--- src/rtl/core/ffba_pkg.sv ---
// ----------------------------------------------------------------------------
// ffba_pkg
// Shared types and constants for the first-fit block allocator: default
// geometry, field widths, operation codes and sequencer states.
// ----------------------------------------------------------------------------
package ffba_pkg;

   // Default geometry of the managed storage
   localparam int NUM_BLOCKS_DEF      = 1024;
   localparam int RESERVED_BLOCKS_DEF = 4;

   // Fixed transaction field widths
   localparam int OP_W     = 2;
   localparam int CNT_W    = 11;
   localparam int START_W  = 10;
   localparam int REQ_W    = 24;   // block_count + start_block, padded to bytes
   localparam int RSP_W    = 16;   // status + run_start, padded to bytes

   // Operation codes carried in req_tuser
   localparam logic [OP_W-1:0] OP_ALLOC  = 2'd0;
   localparam logic [OP_W-1:0] OP_FREE   = 2'd1;
   localparam logic [OP_W-1:0] OP_FORMAT = 2'd2;

   // Sequencer states
   typedef enum logic [4:0] {
      ST_CLEAR = 5'b00001,
      ST_IDLE  = 5'b00010,
      ST_SCAN  = 5'b00100,
      ST_MARK  = 5'b01000,
      ST_DONE  = 5'b10000
   } state_type;

endpackage

--- src/rtl/core/ffba_ram.sv ---
// ----------------------------------------------------------------------------
// ffba_ram
// Generic single-write, single-read RAM with registered read data.
// ----------------------------------------------------------------------------
module ffba_ram #(
   parameter int WIDTH = 1,
   parameter int DEPTH = 1024
) (
   input  logic                     clock,
   input  logic                     wr_en,
   input  logic [$clog2(DEPTH)-1:0] wr_addr,
   input  logic [WIDTH-1:0]         wr_data,
   input  logic                     rd_en,
   input  logic [$clog2(DEPTH)-1:0] rd_addr,
   output logic [WIDTH-1:0]         rd_data
);

   logic [WIDTH-1:0] mem [DEPTH];
   logic [WIDTH-1:0] rd_data_ff;

   // Write port
   always_ff @(posedge clock) begin
      if (wr_en) begin
         mem[wr_addr] <= wr_data;
      end
   end

   // Registered read port
   always_ff @(posedge clock) begin
      if (rd_en) begin
         rd_data_ff <= mem[rd_addr];
      end
   end

   assign rd_data = rd_data_ff;

endmodule

--- src/rtl/core/first_fit_block_allocator_core.sv ---
// Alloc: a scan of the bitmap, then one write per block of the run it found;
//   free writes block_count blocks (count clipped at the last block); format rewrites the whole map.
// Throughput: one transaction at a time; the bitmap RAM, with one write and one read
//   port, is walked one block per cycle.
// Reset: synchronous, active high; afterwards a clearing pass rewrites the bitmap
//   while req_tready stays low.
// ----------------------------------------------------------------------------
// first_fit_block_allocator_core
// First-fit contiguous allocator over a free/used bitmap held in RAM. One
// shared cursor and adder walk the bitmap for scan, mark and format passes.
// ----------------------------------------------------------------------------
module first_fit_block_allocator_core #(
   parameter int NUM_BLOCKS      = ffba_pkg::NUM_BLOCKS_DEF,
   parameter int RESERVED_BLOCKS = ffba_pkg::RESERVED_BLOCKS_DEF
) (
   input  logic                        clock,
   input  logic                        reset,
   input  logic                        req_tvalid,
   output logic                        req_tready,
   input  logic [ffba_pkg::REQ_W-1:0]  req_tdata,  // [10:0] block_count, [20:11] start_block
   input  logic [ffba_pkg::OP_W-1:0]   req_tuser,  // [1:0] opcode
   output logic                        rsp_tvalid,
   input  logic                        rsp_tready,
   output logic [ffba_pkg::RSP_W-1:0]  rsp_tdata   // [0] status, [10:1] run_start
);

   localparam int ADDR_W = $clog2(NUM_BLOCKS);
   localparam int CUR_W  = ADDR_W + 1;
   localparam int SUM_W  = ((CUR_W > ffba_pkg::CNT_W) ? CUR_W : ffba_pkg::CNT_W) + 1;

   localparam logic [CUR_W-1:0] CUR_NUM  = CUR_W'(NUM_BLOCKS);
   localparam logic [CUR_W-1:0] CUR_LAST = CUR_W'(NUM_BLOCKS - 1);
   localparam logic [CUR_W-1:0] CUR_RES  = CUR_W'(RESERVED_BLOCKS);
   localparam logic [SUM_W-1:0] SUM_NUM  = SUM_W'(NUM_BLOCKS);

   // Request fields
   logic [ffba_pkg::OP_W-1:0]    req_op;
   logic [ffba_pkg::CNT_W-1:0]   req_cnt;
   logic [ffba_pkg::START_W-1:0] req_start;

   assign req_op    = req_tuser;
   assign req_cnt   = req_tdata[10:0];
   assign req_start = req_tdata[20:11];

   // Sequencer and datapath registers
   ffba_pkg::state_type          state_ff, state_in;
   logic [CUR_W-1:0]             cur_ff, cur_in;
   logic [CUR_W-1:0]             end_ff, end_in;
   logic [CUR_W-1:0]             run_ff, run_in;
   logic [ADDR_W-1:0]            head_ff, head_in;
   logic [ffba_pkg::OP_W-1:0]    op_ff, op_in;
   logic [ffba_pkg::CNT_W-1:0]   cnt_ff, cnt_in;
   logic                         fill_ff, fill_in;
   logic                         fail_ff, fail_in;
   logic                         fmt_rsp_ff, fmt_rsp_in;
   logic                         rd_vld_ff, rd_vld_in;
   logic [ADDR_W-1:0]            rd_addr_ff, rd_addr_in;
   logic                         rsp_valid_ff, rsp_valid_in;
   logic                         rsp_status_ff, rsp_status_in;
   logic [ffba_pkg::START_W-1:0] rsp_start_ff, rsp_start_in;

   // Bitmap RAM ports
   logic              wr_en, rd_en, wr_data, rd_data;
   logic [ADDR_W-1:0] wr_addr, rd_addr;

   // Shared adder results
   logic [SUM_W-1:0] start_ext, free_end, alloc_end, run_inc;
   logic             req_fire, bit_free, run_hit, rsp_free;

   assign req_fire  = req_tvalid && req_tready;
   assign req_tready = (state_ff == ffba_pkg::ST_IDLE);
   assign bit_free  = rd_data;
   assign run_inc   = SUM_W'(run_ff) + SUM_W'(1);
   assign run_hit   = bit_free && (run_inc == SUM_W'(cnt_ff));
   assign start_ext = SUM_W'(req_start);
   assign free_end  = start_ext + SUM_W'(req_cnt);
   assign alloc_end = SUM_W'(head_in) + SUM_W'(cnt_ff);
   assign rsp_free  = !rsp_valid_ff || rsp_tready;

   // Bitmap access: clear and mark write at the cursor, scan reads at it
   assign wr_en   = (state_ff == ffba_pkg::ST_CLEAR) ||
                    ((state_ff == ffba_pkg::ST_MARK) && (cur_ff != end_ff));
   assign wr_addr = cur_ff[ADDR_W-1:0];
   assign wr_data = (state_ff == ffba_pkg::ST_CLEAR) ? (cur_ff >= CUR_RES) : fill_ff;
   assign rd_en   = (state_ff == ffba_pkg::ST_SCAN) && (cur_ff != CUR_NUM);
   assign rd_addr = cur_ff[ADDR_W-1:0];

   ffba_ram #(
      .WIDTH (1),
      .DEPTH (NUM_BLOCKS)
   ) u_map (
      .clock   (clock),
      .wr_en   (wr_en),
      .wr_addr (wr_addr),
      .wr_data (wr_data),
      .rd_en   (rd_en),
      .rd_addr (rd_addr),
      .rd_data (rd_data)
   );

   // Next-state logic
   always_comb begin
      state_in      = state_ff;
      cur_in        = cur_ff;
      end_in        = end_ff;
      run_in        = run_ff;
      head_in       = head_ff;
      op_in         = op_ff;
      cnt_in        = cnt_ff;
      fill_in       = fill_ff;
      fail_in       = fail_ff;
      fmt_rsp_in    = fmt_rsp_ff;
      rd_vld_in     = rd_en;
      rd_addr_in    = cur_ff[ADDR_W-1:0];
      rsp_valid_in  = rsp_valid_ff && !rsp_tready;
      rsp_status_in = rsp_status_ff;
      rsp_start_in  = rsp_start_ff;

      case (state_ff)
         // Rewrite the bitmap to its reset pattern, one block per cycle
         ffba_pkg::ST_CLEAR: begin
            cur_in = cur_ff + CUR_W'(1);
            if (cur_ff == CUR_LAST) begin
               fmt_rsp_in = 1'b0;
               state_in   = fmt_rsp_ff ? ffba_pkg::ST_DONE : ffba_pkg::ST_IDLE;
            end
         end

         // Take a transaction and set up the pass it needs
         ffba_pkg::ST_IDLE: begin
            if (req_fire) begin
               op_in   = req_op;
               cnt_in  = req_cnt;
               fail_in = 1'b0;
               cur_in  = '0;
               run_in  = '0;
               case (req_op)
                  ffba_pkg::OP_ALLOC: begin
                     if (req_cnt == '0) begin
                        fail_in  = 1'b1;
                        state_in = ffba_pkg::ST_DONE;
                     end else begin
                        state_in = ffba_pkg::ST_SCAN;
                     end
                  end
                  ffba_pkg::OP_FREE: begin
                     fill_in = 1'b1;
                     if (start_ext >= SUM_NUM) begin
                        state_in = ffba_pkg::ST_DONE;
                     end else begin
                        cur_in   = CUR_W'(start_ext);
                        end_in   = (free_end > SUM_NUM) ? CUR_NUM : CUR_W'(free_end);
                        state_in = ffba_pkg::ST_MARK;
                     end
                  end
                  ffba_pkg::OP_FORMAT: begin
                     fmt_rsp_in = 1'b1;
                     state_in   = ffba_pkg::ST_CLEAR;
                  end
                  default: begin
                     state_in = ffba_pkg::ST_DONE;
                  end
               endcase
            end
         end

         // Issue one read per cycle and track the current free run
         ffba_pkg::ST_SCAN: begin
            if (rd_en) begin
               cur_in = cur_ff + CUR_W'(1);
            end
            if (rd_vld_ff) begin
               run_in  = bit_free ? CUR_W'(run_inc) : '0;
               head_in = (bit_free && (run_ff == '0)) ? rd_addr_ff : head_ff;
            end
            if (rd_vld_ff && run_hit) begin
               fill_in  = 1'b0;
               cur_in   = CUR_W'(head_in);
               end_in   = CUR_W'(alloc_end);
               state_in = ffba_pkg::ST_MARK;
            end else if ((cur_ff == CUR_NUM) && !rd_vld_ff) begin
               fail_in  = 1'b1;
               state_in = ffba_pkg::ST_DONE;
            end
         end

         // Write the fill value over the range, one block per cycle
         ffba_pkg::ST_MARK: begin
            if (cur_ff == end_ff) begin
               state_in = ffba_pkg::ST_DONE;
            end else begin
               cur_in = cur_ff + CUR_W'(1);
            end
         end

         // Load the response register once it is free
         ffba_pkg::ST_DONE: begin
            if (rsp_free) begin
               rsp_valid_in  = 1'b1;
               rsp_status_in = fail_ff;
               rsp_start_in  = ((op_ff == ffba_pkg::OP_ALLOC) && !fail_ff) ?
                               ffba_pkg::START_W'(head_ff) : '0;
               state_in      = ffba_pkg::ST_IDLE;
            end
         end

         default: begin
            state_in = ffba_pkg::ST_IDLE;
         end
      endcase
   end

   // Control registers
   always_ff @(posedge clock) begin
      if (reset) begin
         state_ff     <= ffba_pkg::ST_CLEAR;
         cur_ff       <= '0;
         fmt_rsp_ff   <= 1'b0;
         rd_vld_ff    <= 1'b0;
         rsp_valid_ff <= 1'b0;
      end else begin
         state_ff     <= state_in;
         cur_ff       <= cur_in;
         fmt_rsp_ff   <= fmt_rsp_in;
         rd_vld_ff    <= rd_vld_in;
         rsp_valid_ff <= rsp_valid_in;
      end
   end

   // Payload registers
   always_ff @(posedge clock) begin
      end_ff        <= end_in;
      run_ff        <= run_in;
      head_ff       <= head_in;
      op_ff         <= op_in;
      cnt_ff        <= cnt_in;
      fill_ff       <= fill_in;
      fail_ff       <= fail_in;
      rd_addr_ff    <= rd_addr_in;
      rsp_status_ff <= rsp_status_in;
      rsp_start_ff  <= rsp_start_in;
   end

   assign rsp_tvalid = rsp_valid_ff;
   assign rsp_tdata  = {(ffba_pkg::RSP_W - ffba_pkg::START_W - 1)'(0), rsp_start_ff,
                        rsp_status_ff};

endmodule

--- config.mk ---
export PLATFORM = sky130hd
export DESIGN_NAME = first_fit_block_allocator_core
export DESIGN_NICKNAME = d
export VERILOG_FILES = /design/src/rtl/core/ffba_pkg.sv /design/src/rtl/core/ffba_ram.sv /design/src/rtl/core/first_fit_block_allocator_core.sv
export SDC_FILE = /design/constraint.sdc
export NUM_CORES = 2
export LEC_CHECK = 0
export BUFFER_PORTS_ARGS = -buffer_cell sky130_fd_sc_hd__buf_2
export CAP_MARGIN = 40
export CORE_UTILIZATION = 60
export CTS_CLUSTER_DIAMETER = 80
export DETAILED_ROUTE_END_ITERATION = 7
export PLACE_DENSITY_LB_ADDON = 0.1
export SLEW_MARGIN = 5
export SYNTH_ARGS = -nofsm -noshare
export SYNTH_HDL_FRONTEND = slang
export SYNTH_SLANG_ARGS = --single-unit
--- constraint.sdc ---
create_clock -name clock -period 48 [get_ports clock]
set_input_delay 4.8 -clock clock [delete_from_list [all_inputs] [get_ports clock]]
set_output_delay 4.8 -clock clock [all_outputs]
set_load 0.02 [all_outputs]
==> results.md <==
* Initial cell density of the core at 60.9%
* Mapped Area at 49200 sq um
* Gr ovfl total at 0
* Cts hold-fix bufs at 0
* CP Buf/Inv Count at 1
* First DRT Iteration DRCs at 4065
* Synth async-reset ratio at 0%
* Placed instance area at 50900 sq um
* N_diodes at 0
* Warnings from Yosys at 0
* Crit-path max FO at 3
* Slowest-stage cell, CP: a2111oi_0
* Worst-skew pair later-pin latency at 690 ps
* Crit path DAT at 7390 ps
* Cell accounting for the most synthesized area: edfxtp_1
* Dpl ws at 40340 ps
* Worst vdd ir at 0.144 mV
* Clock Skew at 20.6 ps
* Core Box Area at 80800 sq um
* Top delay family on crit path: compound AO/OA/AOI/OAI gates
* # IOs at 48
* Area contributors post-synth: edfxtp_1 65%, mux4_2 12%, nor2_1 8.1%
* Cells after synthesis at 3466
* Max cap viols at 0
* Vias per cell at 6.57
* Hold slack final at 472 ps
* Deepest clock path buffer count at 3
* First-pass GRT wire length at 184000 um
* Crit path cell chain: buf_2 -> ha_1 -> a21o_1 -> a21oi_1 -> o21ba_2 -> o21ai_0 -> a2111oi_0 -> nand3_1 -> a211oi_1 -> a21oi_1
* Final wirelength at 126000 um
* Register area at 33000 sq um
* Most numerous cell on the critical path: a21oi_1
* # fillers at 5643
* Avg Cell Area, Syn at 14.2 sq um
* Detail Route Antenna Nets at 0
* Die height at 288 um
* List of most frequent post-synthesis cells: 1073 x edfxtp_1, 1068 x nor2_1, 252 x mux4_2, 235 x clkbuf_1, 98 x nand2_1
* CP endpoint kind: register
* H-Tree Depth at 3
* DRC errors left at 5
* PostCTS Resize Cnt at 0
* Outcome: complete, but fails checks
* Largest net degree at the start of global routing at 309
* Post-synthesis register bit count at 1112
* Root Driver: clkbuf_16
* Top cell type's share of synthesized area at 65.4%
* Vias in the first global route at 29200
* Failing checks: design-rule violations, max-slew violations
* Vias at 30000
* CTS tree: yes
* Clock slew at reported path FFs at 60 ps
* Fin. Hold Viols at 0
* Area overhead of the layout relative to synthesis at 10.4%
* Wire length per cell at 27.7 um
* Initial antenna violation count at 2
* Final setup vio count at 0
* Width of the die at 288 um
* Area of the multi-input gates at 14900 sq um
* Global router's overall resource usage at 30.7%
* Final WS setup at 41000 ps
* Top FF cell, synth: edfxtp_1
* DIE AREA at 83200 sq um
* Routability cong. at 0.876
* Number of nets in the layout at 3481
* Pwr per Cell Area at 53.1 nW/um^2
* Cell area after layout at 54400 sq um
* Fin crit period at 7000 ps
* Max incr delay on CP at 670 ps
* Crit path kind: in2reg
* Drt pass-1 iters at 8
* Share of cells above drive strength 1 at 18.1%
* Crit start category: primary input
* Post-CTS Repair Setup Buffers at 0
* Relative slew slack at -1.99%
* Num CTS Buffers at 113
* WP data required at 48390 ps
* Most numerous cell in the Yosys netlist: edfxtp_1
* HP Class: reg2reg
* RSZ-0062 raised after global routing: false
* Post-route clock period utilization at 14.6%
* Port bufs at 39
* Fmax at 0.143 GHz
* P_leak at 16.6 nW
* Slew Viols, Final at 65
* Seq/Total Area, Yosys at 67.0%
* Post-DP HPWL at 71800 um
* Worst slew pin tran at 1530 ps
* Row count at 104
* Library cells used by synthesis at 82
* Number of synthesized flops with an enable pin at 1073
* Setup TNS at 0 ps
* Clock sink count at 1112
## where the power goes
part	internal, mW	switching [mW]
Clock	0.468	0.360
Combinational	0.217	0.495
Sequential	1.34	0.00922
Total	2.02	0.864
## state kept, by name (all words and copies together) (netlist names), 2 cells and up
name          count
u_map.mem      1024
run_ff           11
end_ff           11
state_ff          5
op_ff             2
rd_addr_ff       10
cur_ff           11
rsp_start_ff     10
head_ff          10
cnt_ff           11
## worst paths after layout
kind	startpoint	end	slack [ps]	cells past startpoint
hold / removal	fail_ff	rsp_status_ff	470	0
hold reg to reg	fail_ff	rsp_status_ff	470	0
setup reg to reg	cur_ff[1]	u_map.rd_data	42440	11
setup / recovery	req_tdata[12]	end_ff[10]	41000	10
## per-layer routing
metal / vias to the layer above / wire (um) / global-route usage (%)
li1: 12800 / - / -
met1: 15300 / 47100 / 42.5
met2: 1725 / 61000 / 49.6
met3: 280 / 13700 / 5.17
met4: 2 / 4620 / 11.1
met5: - / 14 / 0
## cell families (layout without fill, tap and decap cells)
group	Yosys count	in the layout	synth area share (%)
buffers and inverters	340	379	3.11
flip-flops	1112	1112	67.0
multiplexers	314	314	12.8
XOR/XNOR	47	47	1.00
AO/OA/AOI/OAI	277	277	4.06
other	1	5	0.00762
adder cells (fa/ha/maj)	30	30	0.793
AND/OR/NAND/NOR	1345	1345	11.2
## final cells by class
class | instances | share of cell area, %
Clock buffer | 147 | 5.49
Clock inverter | 56 | 0.829
Inverter | 20 | 0.138
Multi-Input combinational cell | 2018 | 27.4
Sequential cell | 1112 | 60.7
Tap cell | 1060 | 2.44
Timing Repair Buffer | 156 | 2.96
## through the flow
step | util, % | cells | total power, mW
4_1_cts | 67.2 | 4568 | 2.89
6_report | 67.3 | 4569 | 2.89
3_3_place_gp | 61.9 | 4317 | 2.02
2_1_floorplan | - | 3470 | 2.40
5_1_grt | 67.3 | 4569 | 2.97
3_5_place_dp | 63.0 | 4365 | 2.07
## layout by cell type, fill, tap and decap left out, types with 17 or more instances in the layout
cell          n
mux2_2       21
xnor2_1      21
clkinv_1     25
nand3_1      20
buf_16       17
nand2_2      20
clkbuf_1     32
mux2i_1      41
buf_8        20
dfxtp_1      34
nand2_1      78
buf_2        41
clkinv_2     18
mux4_2      252
clkbuf_16   114
nor2_1     1066
a21oi_1      50
o22ai_1      21
o21ai_0      23
edfxtp_1   1073
nor3_1       19
xor2_1       20
ha_1         28
buf_4        72
a22oi_1      53
inv_1        18
and2_1       23
a22o_1       18
(Power assumes the default switching activity.)
